==> src/rtl/jms_pkg.sv <==
// package for the jpeg marker scanner: codes, constants and types
package jms_pkg;

    localparam int OFFSET_BITS_DEF = 32;

    localparam int CFG_INDEX_W = 1;
    localparam int CFG_DATA_W  = 16;

    localparam logic [CFG_INDEX_W-1:0] CFG_START_WINDOW = 1'b0;
    localparam logic [CFG_INDEX_W-1:0] CFG_SCAN_THROUGH = 1'b1;

    localparam logic [15:0] START_WINDOW_RST = 16'd255;

    localparam logic [7:0] BYTE_FF    = 8'hff;
    localparam logic [7:0] BYTE_ZERO  = 8'h00;
    localparam logic [7:0] CODE_SOI   = 8'hd8;
    localparam logic [7:0] CODE_EOI   = 8'hd9;
    localparam logic [7:0] CODE_SOS   = 8'hda;
    localparam logic [7:0] CODE_APP13 = 8'hed;
    localparam logic [7:0] CODE_RST0  = 8'hd0;
    localparam logic [7:0] CODE_RST7  = 8'hd7;

    typedef enum logic [2:0] {
        KIND_SOI     = 3'd0,
        KIND_SEG     = 3'd1,
        KIND_SOS     = 3'd2,
        KIND_EOI     = 3'd3,
        KIND_NOSTART = 3'd4,
        KIND_BADLEN  = 3'd5
    } t_kind;

    typedef enum logic [2:0] {
        MODE_IDLE    = 3'd0,
        MODE_FF      = 3'd1,
        MODE_LENH    = 3'd2,
        MODE_LENL    = 3'd3,
        MODE_SKIP    = 3'd4,
        MODE_SCAN    = 3'd5,
        MODE_SCAN_FF = 3'd6
    } t_mode;

endpackage

==> src/rtl/jpeg_marker_scanner_top.sv <==
// jpeg marker scanner: byte stream in, one marker event per recognized marker out
//
// input channel: i_in_valid / o_in_ready carry one file byte per request, with
// i_new_file marking the first byte of a file (parser state cleared, config kept).
// output channel: o_out_valid / i_out_ready carry at most one marker event per byte:
// kind, code, length field, 0xff offset (byte offset if no start), parser stopped flag.
// config: i_cfg_we writes i_cfg_wdata to register i_cfg_index (0 start window,
// 1 scan through) in the same cycle; write only while no request is in flight.
// a byte waits in the input register until the event register is free or being read,
// then the parser state and the event register update together from it.
// throughput: one byte per cycle while the receiver takes the events.
// a stalled receiver holds the event register; the input register still takes a
// byte, and the next one waits only while both registers are full.
// reset (synchronous, active low) clears the parser, both registers' valid flags
// and loads the config defaults (start window 255, scan through off).
module jpeg_marker_scanner_top #(
    parameter int OFFSET_BITS = jms_pkg::OFFSET_BITS_DEF
) (
    input  logic                           i_clk,
    input  logic                           i_rst_n,
    input  logic                           i_in_valid,
    output logic                           o_in_ready,
    input  logic [7:0]                     i_data_byte,
    input  logic                           i_new_file,
    output logic                           o_out_valid,
    input  logic                           i_out_ready,
    output logic [2:0]                     o_event_kind,
    output logic [7:0]                     o_marker_code,
    output logic [15:0]                    o_segment_length,
    output logic [31:0]                    o_marker_offset,
    output logic                           o_scan_ended,
    input  logic                           i_cfg_we,
    input  logic [jms_pkg::CFG_INDEX_W-1:0] i_cfg_index,
    input  logic [jms_pkg::CFG_DATA_W-1:0]  i_cfg_wdata
);

    localparam int CMP_W = (OFFSET_BITS > 16) ? OFFSET_BITS : 16;

    // config registers
    logic [15:0] r_start_window;
    logic        r_scan_through;

    // input register
    logic        r_in_valid;
    logic [7:0]  r_byte;
    logic        r_new_file;

    // parser state
    jms_pkg::t_mode         r_mode, n_mode;
    logic [15:0]            r_skip, n_skip;
    logic [OFFSET_BITS-1:0] r_pos, n_pos;
    logic                   r_seen, n_seen;
    logic                   r_halted, n_halted;
    logic [7:0]             r_code, n_code;
    logic [7:0]             r_lenh, n_lenh;

    // event register
    logic                   r_out_valid;
    jms_pkg::t_kind         r_kind;
    logic [7:0]             r_ev_code;
    logic [15:0]            r_ev_len;
    logic [31:0]            r_ev_off;
    logic                   r_ev_ends;

    logic                   advance;
    logic                   emit;
    jms_pkg::t_kind         ev_kind;
    logic [7:0]             ev_code;
    logic [15:0]            ev_len;
    logic [OFFSET_BITS-1:0] ev_off;
    logic                   ev_ends;
    logic [OFFSET_BITS+31:0] off_ext;

    assign advance    = r_in_valid && (!r_out_valid || i_out_ready);
    assign o_in_ready = !r_in_valid || advance;

    always_ff @(posedge i_clk) begin
        if (!i_rst_n) begin
            r_start_window <= jms_pkg::START_WINDOW_RST;
            r_scan_through <= 1'b0;
        end else if (i_cfg_we) begin
            unique case (i_cfg_index)
                jms_pkg::CFG_START_WINDOW: r_start_window <= i_cfg_wdata;
                jms_pkg::CFG_SCAN_THROUGH: r_scan_through <= i_cfg_wdata[0];
                default: ;
            endcase
        end
    end

    always_ff @(posedge i_clk) begin
        if (!i_rst_n) begin
            r_in_valid <= 1'b0;
        end else if (o_in_ready) begin
            r_in_valid <= i_in_valid;
        end
    end

    always_ff @(posedge i_clk) begin
        if (o_in_ready && i_in_valid) begin
            r_byte     <= i_data_byte;
            r_new_file <= i_new_file;
        end
    end

    always_ff @(posedge i_clk) begin
        if (!i_rst_n) begin
            r_mode   <= jms_pkg::MODE_IDLE;
            r_skip   <= '0;
            r_pos    <= '0;
            r_seen   <= 1'b0;
            r_halted <= 1'b0;
            r_code   <= '0;
            r_lenh   <= '0;
        end else if (advance) begin
            r_mode   <= n_mode;
            r_skip   <= n_skip;
            r_pos    <= n_pos;
            r_seen   <= n_seen;
            r_halted <= n_halted;
            r_code   <= n_code;
            r_lenh   <= n_lenh;
        end
    end

    // next state and event for the byte in the input register
    always_comb begin
        logic                   marker_hit;
        logic [15:0]            len;
        logic [CMP_W-1:0]       pos_cmp;
        logic [CMP_W-1:0]       win_cmp;
        jms_pkg::t_mode         e_mode;
        logic [15:0]            e_skip;
        logic [OFFSET_BITS-1:0] e_pos;
        logic                   e_seen;
        logic                   e_halted;
        logic [7:0]             e_code;
        logic [7:0]             e_lenh;

        // new file clears the parser before the byte is taken
        e_mode   = r_new_file ? jms_pkg::MODE_IDLE : r_mode;
        e_skip   = r_new_file ? 16'd0 : r_skip;
        e_pos    = r_new_file ? '0 : r_pos;
        e_seen   = r_new_file ? 1'b0 : r_seen;
        e_halted = r_new_file ? 1'b0 : r_halted;
        e_code   = r_new_file ? 8'd0 : r_code;
        e_lenh   = r_new_file ? 8'd0 : r_lenh;

        n_mode   = e_mode;
        n_skip   = e_skip;
        n_pos    = e_pos;
        n_seen   = e_seen;
        n_halted = e_halted;
        n_code   = e_code;
        n_lenh   = e_lenh;

        emit       = 1'b0;
        ev_kind    = jms_pkg::KIND_SOI;
        ev_code    = 8'd0;
        ev_len     = 16'd0;
        ev_off     = e_pos;
        ev_ends    = 1'b0;
        marker_hit = 1'b0;
        len        = {e_lenh, r_byte};
        pos_cmp    = CMP_W'(e_pos);
        win_cmp    = CMP_W'(r_start_window);

        if (!e_halted) begin
            n_pos = e_pos + OFFSET_BITS'(1);
            if (!e_seen && (r_start_window != 16'd0) && (pos_cmp >= win_cmp)) begin
                emit    = 1'b1;
                ev_kind = jms_pkg::KIND_NOSTART;
                ev_ends = 1'b1;
            end else begin
                unique case (e_mode)
                    jms_pkg::MODE_IDLE: begin
                        if (r_byte == jms_pkg::BYTE_FF) begin
                            n_mode = jms_pkg::MODE_FF;
                        end else if (!e_seen) begin
                            emit    = 1'b1;
                            ev_kind = jms_pkg::KIND_NOSTART;
                            ev_ends = 1'b1;
                        end
                    end
                    jms_pkg::MODE_FF: begin
                        marker_hit = 1'b1;
                    end
                    jms_pkg::MODE_LENH: begin
                        n_lenh = r_byte;
                        n_mode = jms_pkg::MODE_LENL;
                    end
                    jms_pkg::MODE_LENL: begin
                        emit    = 1'b1;
                        ev_code = e_code;
                        ev_len  = len;
                        ev_off  = e_pos - OFFSET_BITS'(3);
                        if (len < 16'd2) begin
                            n_mode  = jms_pkg::MODE_IDLE;
                            ev_kind = jms_pkg::KIND_BADLEN;
                            ev_ends = 1'b1;
                        end else begin
                            n_skip  = len - 16'd2;
                            n_mode  = (len == 16'd2) ? jms_pkg::MODE_IDLE
                                                     : jms_pkg::MODE_SKIP;
                            ev_kind = jms_pkg::KIND_SEG;
                            ev_ends = (e_code == jms_pkg::CODE_APP13);
                        end
                    end
                    jms_pkg::MODE_SKIP: begin
                        n_skip = e_skip - 16'd1;
                        if (e_skip == 16'd1) begin
                            n_mode = jms_pkg::MODE_IDLE;
                        end
                    end
                    jms_pkg::MODE_SCAN: begin
                        if (r_byte == jms_pkg::BYTE_FF) begin
                            n_mode = jms_pkg::MODE_SCAN_FF;
                        end
                    end
                    jms_pkg::MODE_SCAN_FF: begin
                        if (r_byte == jms_pkg::BYTE_FF) begin
                            n_mode = jms_pkg::MODE_SCAN_FF;
                        end else if ((r_byte == jms_pkg::BYTE_ZERO) ||
                                     ((r_byte >= jms_pkg::CODE_RST0) &&
                                      (r_byte <= jms_pkg::CODE_RST7))) begin
                            n_mode = jms_pkg::MODE_SCAN;
                        end else begin
                            marker_hit = 1'b1;
                        end
                    end
                    default: begin
                        n_mode = jms_pkg::MODE_IDLE;
                    end
                endcase

                // byte after 0xff
                if (marker_hit) begin
                    ev_code = r_byte;
                    ev_off  = e_pos - OFFSET_BITS'(1);
                    unique case (r_byte)
                        jms_pkg::BYTE_FF: begin
                            n_mode = jms_pkg::MODE_FF;
                        end
                        jms_pkg::CODE_SOI: begin
                            n_mode  = jms_pkg::MODE_IDLE;
                            n_seen  = 1'b1;
                            emit    = 1'b1;
                            ev_kind = jms_pkg::KIND_SOI;
                        end
                        jms_pkg::CODE_EOI: begin
                            n_mode  = jms_pkg::MODE_IDLE;
                            emit    = 1'b1;
                            ev_kind = jms_pkg::KIND_EOI;
                            ev_ends = 1'b1;
                        end
                        jms_pkg::CODE_SOS: begin
                            n_mode  = jms_pkg::MODE_SCAN;
                            emit    = 1'b1;
                            ev_kind = jms_pkg::KIND_SOS;
                            ev_ends = !r_scan_through;
                        end
                        default: begin
                            n_code = r_byte;
                            n_mode = jms_pkg::MODE_LENH;
                        end
                    endcase
                end

                if (emit && ev_ends) begin
                    n_halted = 1'b1;
                end
            end
            if (emit && ev_ends) begin
                n_halted = 1'b1;
            end
        end
    end

    assign off_ext = {32'd0, ev_off};

    always_ff @(posedge i_clk) begin
        if (!i_rst_n) begin
            r_out_valid <= 1'b0;
        end else if (advance) begin
            r_out_valid <= emit;
        end else if (i_out_ready) begin
            r_out_valid <= 1'b0;
        end
    end

    always_ff @(posedge i_clk) begin
        if (advance && emit) begin
            r_kind    <= ev_kind;
            r_ev_code <= ev_code;
            r_ev_len  <= ev_len;
            r_ev_off  <= off_ext[31:0];
            r_ev_ends <= ev_ends;
        end
    end

    assign o_out_valid      = r_out_valid;
    assign o_event_kind     = r_kind;
    assign o_marker_code    = r_ev_code;
    assign o_segment_length = r_ev_len;
    assign o_marker_offset  = r_ev_off;
    assign o_scan_ended     = r_ev_ends;

endmodule

==> config.mk <==
export PLATFORM = sky130hd
export DESIGN_NAME = jpeg_marker_scanner_top
export DESIGN_NICKNAME = d
export VERILOG_FILES = /design/src/rtl/jms_pkg.sv /design/src/rtl/jpeg_marker_scanner_top.sv
export SDC_FILE = /design/constraint.sdc
export NUM_CORES = 1
export LEC_CHECK = 0
export BUFFER_PORTS_ARGS = -buffer_cell sky130_fd_sc_hd__buf_2
export CAP_MARGIN = 10
export CORE_ASPECT_RATIO = 1.4
export CORE_MARGIN = 2
export CORE_UTILIZATION = 60
export DETAILED_ROUTE_END_ITERATION = 8
export PLACE_DENSITY_LB_ADDON = 0.25
export SLEW_MARGIN = 20
export SYNTH_ARGS = -nofsm -noshare
export SYNTH_HDL_FRONTEND = slang
export SYNTH_SLANG_ARGS = --single-unit
==> constraint.sdc <==
create_clock -name i_clk -period 9.55 [get_ports i_clk]
set_input_delay 0.955 -clock i_clk [delete_from_list [all_inputs] [get_ports i_clk]]
set_output_delay 0.955 -clock i_clk [all_outputs]
set_load 0.03 [all_outputs]
==> impl_results.md, run 1 <==
* Switching share of power at 0.260
* Postcts setup bufs at 0
* Post-DP HPWL at ~18 mm
* Sequential power share at 0.489
* Top sig layer: met4
* Seq/Total Area, Yosys at 0.430
* Vias per inst at about 6.5
* Fmax at between 200 and 250 MHz
* Layout cells sized above 1 at 0.145
* GRT Total Usage at 0.335
* M1 WL at 9.14 mm
* Max FO, Critical Path at 48
* Peak supply drop at about 110 uV
* Clk_lat worst skew at 440 ps
* Max-capacitance violation count at 0
* Hold_buf cts at 0
* Worst hold slack at between 400 and 500 ps
* Synth top area cells: edfxtp_1 23%, dfxtp_1 20%, nand2_1 5.3%
* Clock Root Buffer: clkbuf_16
* Synth cell types at 70
* Final period utilization at 0.483
* Status: finished clean
* Vert. Die Dim at 148 um
* Comb pwr share at 0.087
* Minimum clock period after layout at around 4600 ps
* First-pass GRT wire length at ~40 mm
* Slew Limit Fails at 0
* DRC violations left at 0
* Worst setup EP type: flop
* Cells after Synth at approximately 1000
* Ant. Diodes at 0
* Vias in the first global route at between 7000 and 8000
* Main synth FF type: dfxtp_1
* Nets at 1118
* CTS H-tree depth at 4
* Buffers added on ports at 92
* Pint at 1.13 mW
* Power Density at 152 nW/um^2
* Yosys reg bits at 157
* Die width at around 110 um
* LEAKAGE at roughly 3.7 nW
* WL final at ~26 mm
* Clock tree sinks at 157
* Syn Nets at roughly 1100
* Dpl cell area at 9440 um^2
* Rel. slew slack at 0.349
* Core area at 14500 um^2
* Reg clk slew, reported paths at approximately 60 ps
* Drt first-iter violations at roughly 760
* Antenna-violating nets left at 0
* Post-synth EDFFs at 69
* CTS tree: built
* Area Overhead vs Synth at 12.2%
* Initial Util at 0.615
* Syn_area_per_cell at 8.82 um^2
* GRT overflow at 0
* DR pass1 iterations at 6
* CTS Buffer Depth at 2
* Crit path DAT at 4990 ps
* Routability cong. at around 1.0
* Std-Cell Rows at 52
* Most frequent cell after synthesis: nand2_1
* Yosys warnings at 0
* Clock power share at 0.424
* IO Count at just over 90
* Cts bufs inserted at 17
* Clk_skew at 7.87 ps
* Worst Tran Pin Value at between 900 and 1000 ps
* Met3 WL at about 1.8 mm
* Cts repair resizes at 0
* DR vias at ~8300
* Initial antenna violation count at 0
* WP data required at 9930 ps
* Setup_tns at 0 ps
* Yosys top cell area share at 0.232
* Met2 WL at about 13 mm
* Final hold vios at 0
* Worst setup path category: reg2reg
* Cell accounting for the most synthesized area: edfxtp_1
* HP Class: reg2reg
* Startpoint types: flop
* Synth cell count leaders: 127 x nand2_1, 88 x dfxtp_1, 70 x nor2_1
* Die Footprint at 15900 um^2
* Setup-failing EPs final at 0
* Post-Syn Area at slightly below 9000 um^2
* DR WL/cell at a little over 20 um
* RSZ-0062 raised after global routing: no
* Async SR Flop Fraction at 0
* Largest net degree at the start of global routing at approximately 80
* Design Area, Final at around 10000 um^2
* Switch Pwr at slightly below 0.4 mW
-- path summary, 6_finish.rpt --
| path | cells past startpoint | startpoint | endpoint | slack [ps] |
|---|---|---|---|---|
| min | 2 | r_start_window[8] | r_start_window[8] | 480 |
| max reg2reg | 11 | r_new_file | r_code[4] | 4930 |
| min reg2reg | 2 | r_start_window[8] | r_start_window[8] | 480 |
| max | 11 | r_new_file | r_code[4] | 4930 |
-- cell type report --
type	instances	area, um^2
clock inverter	13	115
timing repair buffer	103	543
fill	1195	4510
multi-input combinational	753	4700
sequential	157	3830
tap	189	236
inverter	34	128
clock buffer	19	443
-- worst max-delay path, cell delays in order, from the launching register on --
cell and delay [ps]:
edfxtp_1 320, buf_4 410, buf_4 480, nor2b_1 220
ha_1 340, a211oi_1 280, o22ai_1 130, a211oi_1 310
a31o_2 290, nand2_1 580, nor3_1 940, a22o_1 240
-- sequential cells by signal, indices dropped and copies added (netlist names), 3 cells and up --
name              flops
r_skip               16
r_code                8
r_lenh                8
o_marker_code         8
r_mode                3
r_start_window       16
r_byte                8
o_segment_length     16
o_marker_offset      32
r_pos                32
o_event_kind          3
-- metal layers --
| metal | GRT usage | vias up |
|---|---|---|
| met1 | 0.371 | 3858 |
| li1 | - | 3814 |
| met4 | 0.249 | 0 |
| met3 | 0.0749 | 152 |
| met2 | 0.558 | 481 |
| met5 | 0 | - |
-- logic make-up after synthesis --
family,share of synthesized area
DFF,0.430
xor gates and xnor gates,0.0511
adders and majority gates,0.0295
and+or+nand+nor,0.263
buffers and inverters,0.0450
muxes,0.00814
AOI/OAI and AO/OA,0.173
-- metrics by stage --
stage,power (mW),utilization,std cells,setup WS (ps)
CTS,1.52,0.689,1268,4870
detailed placement,0.887,0.651,1236,4930
floorplan,0.841,-,1011,2880
finish,1.52,0.689,1268,4930
global route,1.57,0.689,1268,4620
global placement,0.885,0.650,1236,5070
-- power by group through the flow --
stage                     logic, mW  registers, mW  clock network, mW
after global routing          0.143          0.744              0.678
after global placement        0.128          0.757                  0
after floorplan              0.0676          0.774                  0
after CTS                     0.131          0.743              0.650
final                         0.132          0.743              0.645
after detailed placement      0.130          0.757                  0
-- layout by cell type (no fill, tap or decap), drive strengths merged, types with 20 or more instances in the layout --
master  instances
buf           103
nor3           45
nand3          27
nand4          28
nor2b          31
a22o           20
nor4           30
dfxtp          88
o21ai          46
nor2           70
and2           41
xor2           26
ha             21
a21oi          30
xnor2          26
nand2         127
inv            35
edfxtp         69
Note: power is estimated with default switching activity, not from simulation.
==> run 2, diff against run 1 <==
--- a/config.mk
+++ b/config.mk
@@ -9,7 +9,7 @@
 export CAP_MARGIN = 10
 export CORE_ASPECT_RATIO = 1.4
 export CORE_MARGIN = 2
-export CORE_UTILIZATION = 60
+export CORE_UTILIZATION = 54
 export DETAILED_ROUTE_END_ITERATION = 8
 export PLACE_DENSITY_LB_ADDON = 0.25
 export SLEW_MARGIN = 20
==> constraint.sdc (replaced) <==
create_clock -name i_clk -period 3.9 [get_ports i_clk]
set_input_delay 0.39 -clock i_clk [delete_from_list [all_inputs] [get_ports i_clk]]
set_output_delay 0.39 -clock i_clk [all_outputs]
set_load 0.03 [all_outputs]
==> run 2 against run 1 <==
Against the previous run:
- clock power grew to 2.7 times the previous value
- hold slack got worse by 360 ps
- count of clock-buffer cells in the layout unchanged
- worst setup slack worse by 4700 ps
- die area grew 11%
- critical path depth is the same
- via count is 0.99% higher
- register-to-register slack got worse by 4700 ps
- critical endpoint is now o_marker_offset[31]
- largest power group unchanged
==> impl_results.md, run 2 (synthesized netlist as in run 1, its figures left out) <==
* Postcts setup bufs at 0
* Hold_buf cts at 0
* Layout cells sized above 1 at 0.169
* Die width at 113 um
* Dpl cell area at a little under 10000 um^2
* Final hold vios at 0
* Power Density at approximately 380 nW/um^2
* Slew Limit Fails at 0
* DR vias at 8387
* Nets at ~1100
* Max FO, Critical Path at 12
* DR WL/cell at 20.7 um
* Register-to-Register Path Depth at 11
* Ant. Diodes at 0
* Peak supply drop at 360 uV
* Status: finished clean
* Setup_tns at 0 ps
* Most frequent cells in the layout: 127 x nand2_1, 92 x buf_2, 88 x dfxtp_1, 70 x nor2_1, 69 x edfxtp_1
* Routability cong. at 0.993
* Vias per inst at between 6 and 7
* GRT overflow at 0
* Cts repair resizes at 0
* Final period utilization at 0.950
* Largest net degree at the start of global routing at 52
* CTS Buffer Depth at 2
* Die Footprint at 17600 um^2
* Drt first-iter violations at between 800 and 900
* GRT Total Usage at 0.301
* WL final at ~27 mm
* Worst setup EP type: flop
* Worst hold slack at 126 ps
* Rel. slew slack at 0.291
* Max-capacitance violation count at 0
* Setup-failing EPs final at 0
* Buffers added on ports at 92
* Minimum clock period after layout at ~3700 ps
* Startpoint types: flop
* Clock Root Buffer: clkbuf_16
* Clk_skew at roughly 12 ps
* Vias in the first global route at around 8000
* Crit path DAT at ~4000 ps
* Fmax at between 200 and 300 MHz
* Vert. Die Dim at 156 um
* IO Count at 93
* Hold Path Cell Cnt at 1
* Clk_lat worst skew at ~440 ps
* RSZ-0062 raised after global routing: no
* Area Overhead vs Synth at 15.7%
* Core area at 16200 um^2
* Std-Cell Rows at 55
* CTS tree: built
* Initial Util at 0.551
* HP Class: in2reg
* Worst setup path category: reg2reg
* Worst Tran Pin Value at around 1100 ps
* LEAKAGE at a little under 4 nW
* Clock tree sinks at about 160
* Commonest non-fill, non-tap cell in the layout: nand2_1
* Reg clk slew, reported paths at about 70 ps
* First-pass GRT wire length at between 40 and 50 mm
* WP data required at between 4000 and 5000 ps
* Initial antenna violation count at 0
* Antenna-violating nets left at 0
* DRC violations left at 0
* Post-DP HPWL at about 20 mm
* DR pass1 iterations at 5
* CTS H-tree depth at 4
* Cts bufs inserted at 17
* Design Area, Final at 10300 um^2
==> run 2: layout make-up <==
cell class                      instances  area [um^2]
Clock buffer                           19          475
Clock inverter                         13          136
Fill cell                            1362         5860
Inverter                               34          128
Multi-Input combinational cell        753         4700
Sequential cell                       157         3830
Tap cell                              199          249
Timing Repair Buffer                  133          793
==> run 2: worst paths after layout <==
path / from / endpoint / slack (ps)
worst min-delay path: i_data_byte[1] / r_byte[1] / 130
worst max register to register: r_new_file / o_marker_offset[31] / 190
worst min register to register: r_start_window[9] / r_start_window[9] / 480
worst max-delay path: r_new_file / o_marker_offset[31] / 190
==> run 2: where the power goes <==
| group | internal (mW) | leakage [nW] | switching [mW] |
|---|---|---|---|
| Combinational | 0.106 | 2.26 | 0.242 |
| Clock | 0.979 | 0.305 | 0.744 |
| Sequential | 1.77 | 1.35 | 0.0463 |
| Total | 2.85 | 3.92 | 1.03 |
==> run 2: metal layers <==
| metal | vias to the layer above | GRT usage | wire length [um] |
|---|---|---|---|
| met3 | 108 | 0.0559 | 1720 |
| met5 | - | 0 | 0 |
| met2 | 415 | 0.542 | 14100 |
| met4 | 0 | 0.192 | 1650 |
| met1 | 3988 | 0.319 | 9640 |
| li1 | 3876 | - | - |
==> run 2: critical path, stage by stage, from the launching register on <==
cell	delay, ps
edfxtp_1	650
buf_4	240
nor2b_1	50
buf_4	150
ha_1	300
nand4_1	160
nor3_2	70
a221oi_1	370
a31oi_1	220
or4_4	670
or4_1	530
a21oi_1	160
==> run 2: through the flow <==
stage,worst slack (ps),utilization,instances,total power [mW]
floorplan,12.0,-,1011,2.06
global placement,425,0.600,1276,2.19
detailed placement,316,0.600,1276,2.19
CTS,299,0.638,1308,3.89
global route,22.4,0.638,1308,3.99
finish,193,0.638,1308,3.88
==> run 3, diff against run 2 <==
--- a/config.mk
+++ b/config.mk
@@ -9,7 +9,8 @@
 export CAP_MARGIN = 10
 export CORE_ASPECT_RATIO = 1.4
 export CORE_MARGIN = 2
-export CORE_UTILIZATION = 54
+export CORE_UTILIZATION = 50
+export CTS_BUF_LIST = sky130_fd_sc_hd__clkbuf_16
 export DETAILED_ROUTE_END_ITERATION = 8
 export PLACE_DENSITY_LB_ADDON = 0.25
 export SLEW_MARGIN = 20
==> run 3 against run 2 <==
Against the previous run:
- power is 1.8% lower
- routed wire length is 0.71% lower
- count of clock-buffer cells in the layout is 2 lower
- clock skew is 1.2 ps lower
- utilization is 4.7 points lower
- non-clock buffer count is 6 lower
- hold slack better by 3.0 ps
- cell area is 0.36% lower
- cell count is 2.4% higher
- critical path type unchanged
- highest routed layer unchanged
==> impl_results.md, run 3 (synthesized netlist as in run 1, its figures left out) <==
* Buffers added on ports at between 90 and 100
* Slew Limit Fails at 0
* Ant. Diodes at 0
* Die width at 117 um
* Die Footprint at 18900 um^2
* Nets at approximately 1100
* Reg clk slew, reported paths at around 70 ps
* WP buf/inv at 2
* Power Density at 371 nW/um^2
* HP Class: in2reg
* CTS H-tree depth at 4
* Hold_buf cts at 0
* Worst setup EP type: flop
* Finished Layout Cells at around 1300
* Cts bufs inserted at 17
* Antenna-violating nets left at 0
* Cts repair resizes at 0
* Crit path cell chain: buf_4, nor2b_1, ha_1, a211oi_1, o22ai_1, a211oi_1, a31oi_1, buf_4, nor2_1, o221ai_1, a32o_1
* Sequential power share at 0.475
* Delay-heaviest family, CP: compound AO/OA/AOI/OAI gates
* Flop-to-flop setup slack at between 200 and 300 ps
* Clock power share at 0.436
* DRC violations left at 0
* Final core utilization at 0.591
* Status: finished clean
* Largest net degree at the start of global routing at 41
* Vert. Die Dim at 162 um
* Worst Tran Pin Value at roughly 1100 ps
* Switching share of power at 0.286
* DP Cell Count at between 1000 and 1500
* Clk_lat worst skew at 440 ps
* Crit path DAT at about 4000 ps
* IO Count at 93
* Initial Util at 0.512
* Initial antenna violation count at 0
* CP max-delay cell: o221ai_1
* Max FO, Critical Path at 10
* Final period utilization at 0.932
* Layout cells sized above 1 at 0.165
* GRT overflow at 0
* Pint at between 2 and 3 mW
* CTS tree: built
* DR vias at ~8300
* LEAKAGE at 3.87 nW
* Fillers at around 1600
* Post-DP HPWL at 19.6 mm
* Postcts setup bufs at 0
* Drt first-iter violations at approximately 760
* Commonest non-fill, non-tap cell in the layout: nand2_1
* GRT Total Usage at 0.290
* Startpoint types: flop
* Rel. slew slack at 0.248
* DR WL/cell at roughly 20 um
* WP data required at 4230 ps
* Minimum clock period after layout at 3630 ps
* DR pass1 iterations at 5
* Switch Pwr at 1.09 mW
* Max-capacitance violation count at 0
* Peak supply drop at 283 uV
* CTS Buffer Depth at 2
* Std-Cell Rows at 57
* Comb pwr share at 0.089
* Area Overhead vs Synth at 15.2%
* Core area at approximately 17000 um^2
* Vias per inst at slightly above 6
* Final hold vios at 0
* Clock tree sinks at between 150 and 200
* RSZ-0062 raised after global routing: no
* First-pass GRT wire length at between 40 and 50 mm
* Critical Path Max Stage Delay at roughly 520 ps
* Vias in the first global route at just over 8000
* Clock Root Buffer: clkbuf_16
* Routability cong. at between 0.9 and 1
* Worst setup path category: reg2reg
* Most frequent cells in the layout: 127 x nand2_1, 92 x buf_2, 88 x dfxtp_1, 69 x nor2_1, 69 x edfxtp_1
* WL final at roughly 27 mm
* Setup-failing EPs final at 0
* Fmax at about 280 MHz
* Clk_skew at 10.7 ps
* Setup_tns at 0 ps
==> run 3: final cells by class <==
cell class              instances  area, um^2  share of cell area
clock buffers                  17         425              0.0414
clock inverters                15         170              0.0166
inverters                      34         128              0.0124
multi-input cells             753        4700               0.457
flip-flops and latches        157        3830               0.373
well taps                     236         295              0.0287
repair buffers                127         723              0.0704
==> run 3: routing by layer <==
layer  vias to the layer above  GRT usage  routed length [um]
met5                         -          0                   0
met4                         0      0.194                1820
met3                       121     0.0526                1510
met2                       392      0.505               13900
met1                      3928      0.316                9710
li1                       3881          -                   -
==> run 3: worst paths after layout <==
check	from	end	cells after the start
setup / recovery	r_new_file	r_skip[4]	11
hold / removal	i_data_byte[0]	r_byte[0]	1
hold reg to reg	r_start_window[10]	r_start_window[10]	2
setup reg to reg	r_new_file	r_skip[4]	11
==> run 3: power by group through the flow <==
stage               Clock [mW]  Combinational [mW]  Sequential, mW
global route              1.75               0.364            1.82
CTS                       1.68               0.335            1.81
global placement             0               0.331            1.85
finish                    1.66               0.338            1.81
detailed placement           0               0.334            1.85
floorplan                    0               0.171            1.89
==> run 3: through the flow <==
stage / instance area (um^2) / total power, mW / hold slack, ps / setup slack (ps)
2_1_floorplan: 8970 / 2.06 / 444 / 12.0
3_3_place_gp: 9680 / 2.18 / 471 / 498
3_5_place_dp: 9680 / 2.18 / 488 / 286
4_1_cts: 10300 / 3.83 / 118 / 271
5_1_grt: 10300 / 3.93 / 119 / 77.7
6_report: 10300 / 3.82 / 129 / 267
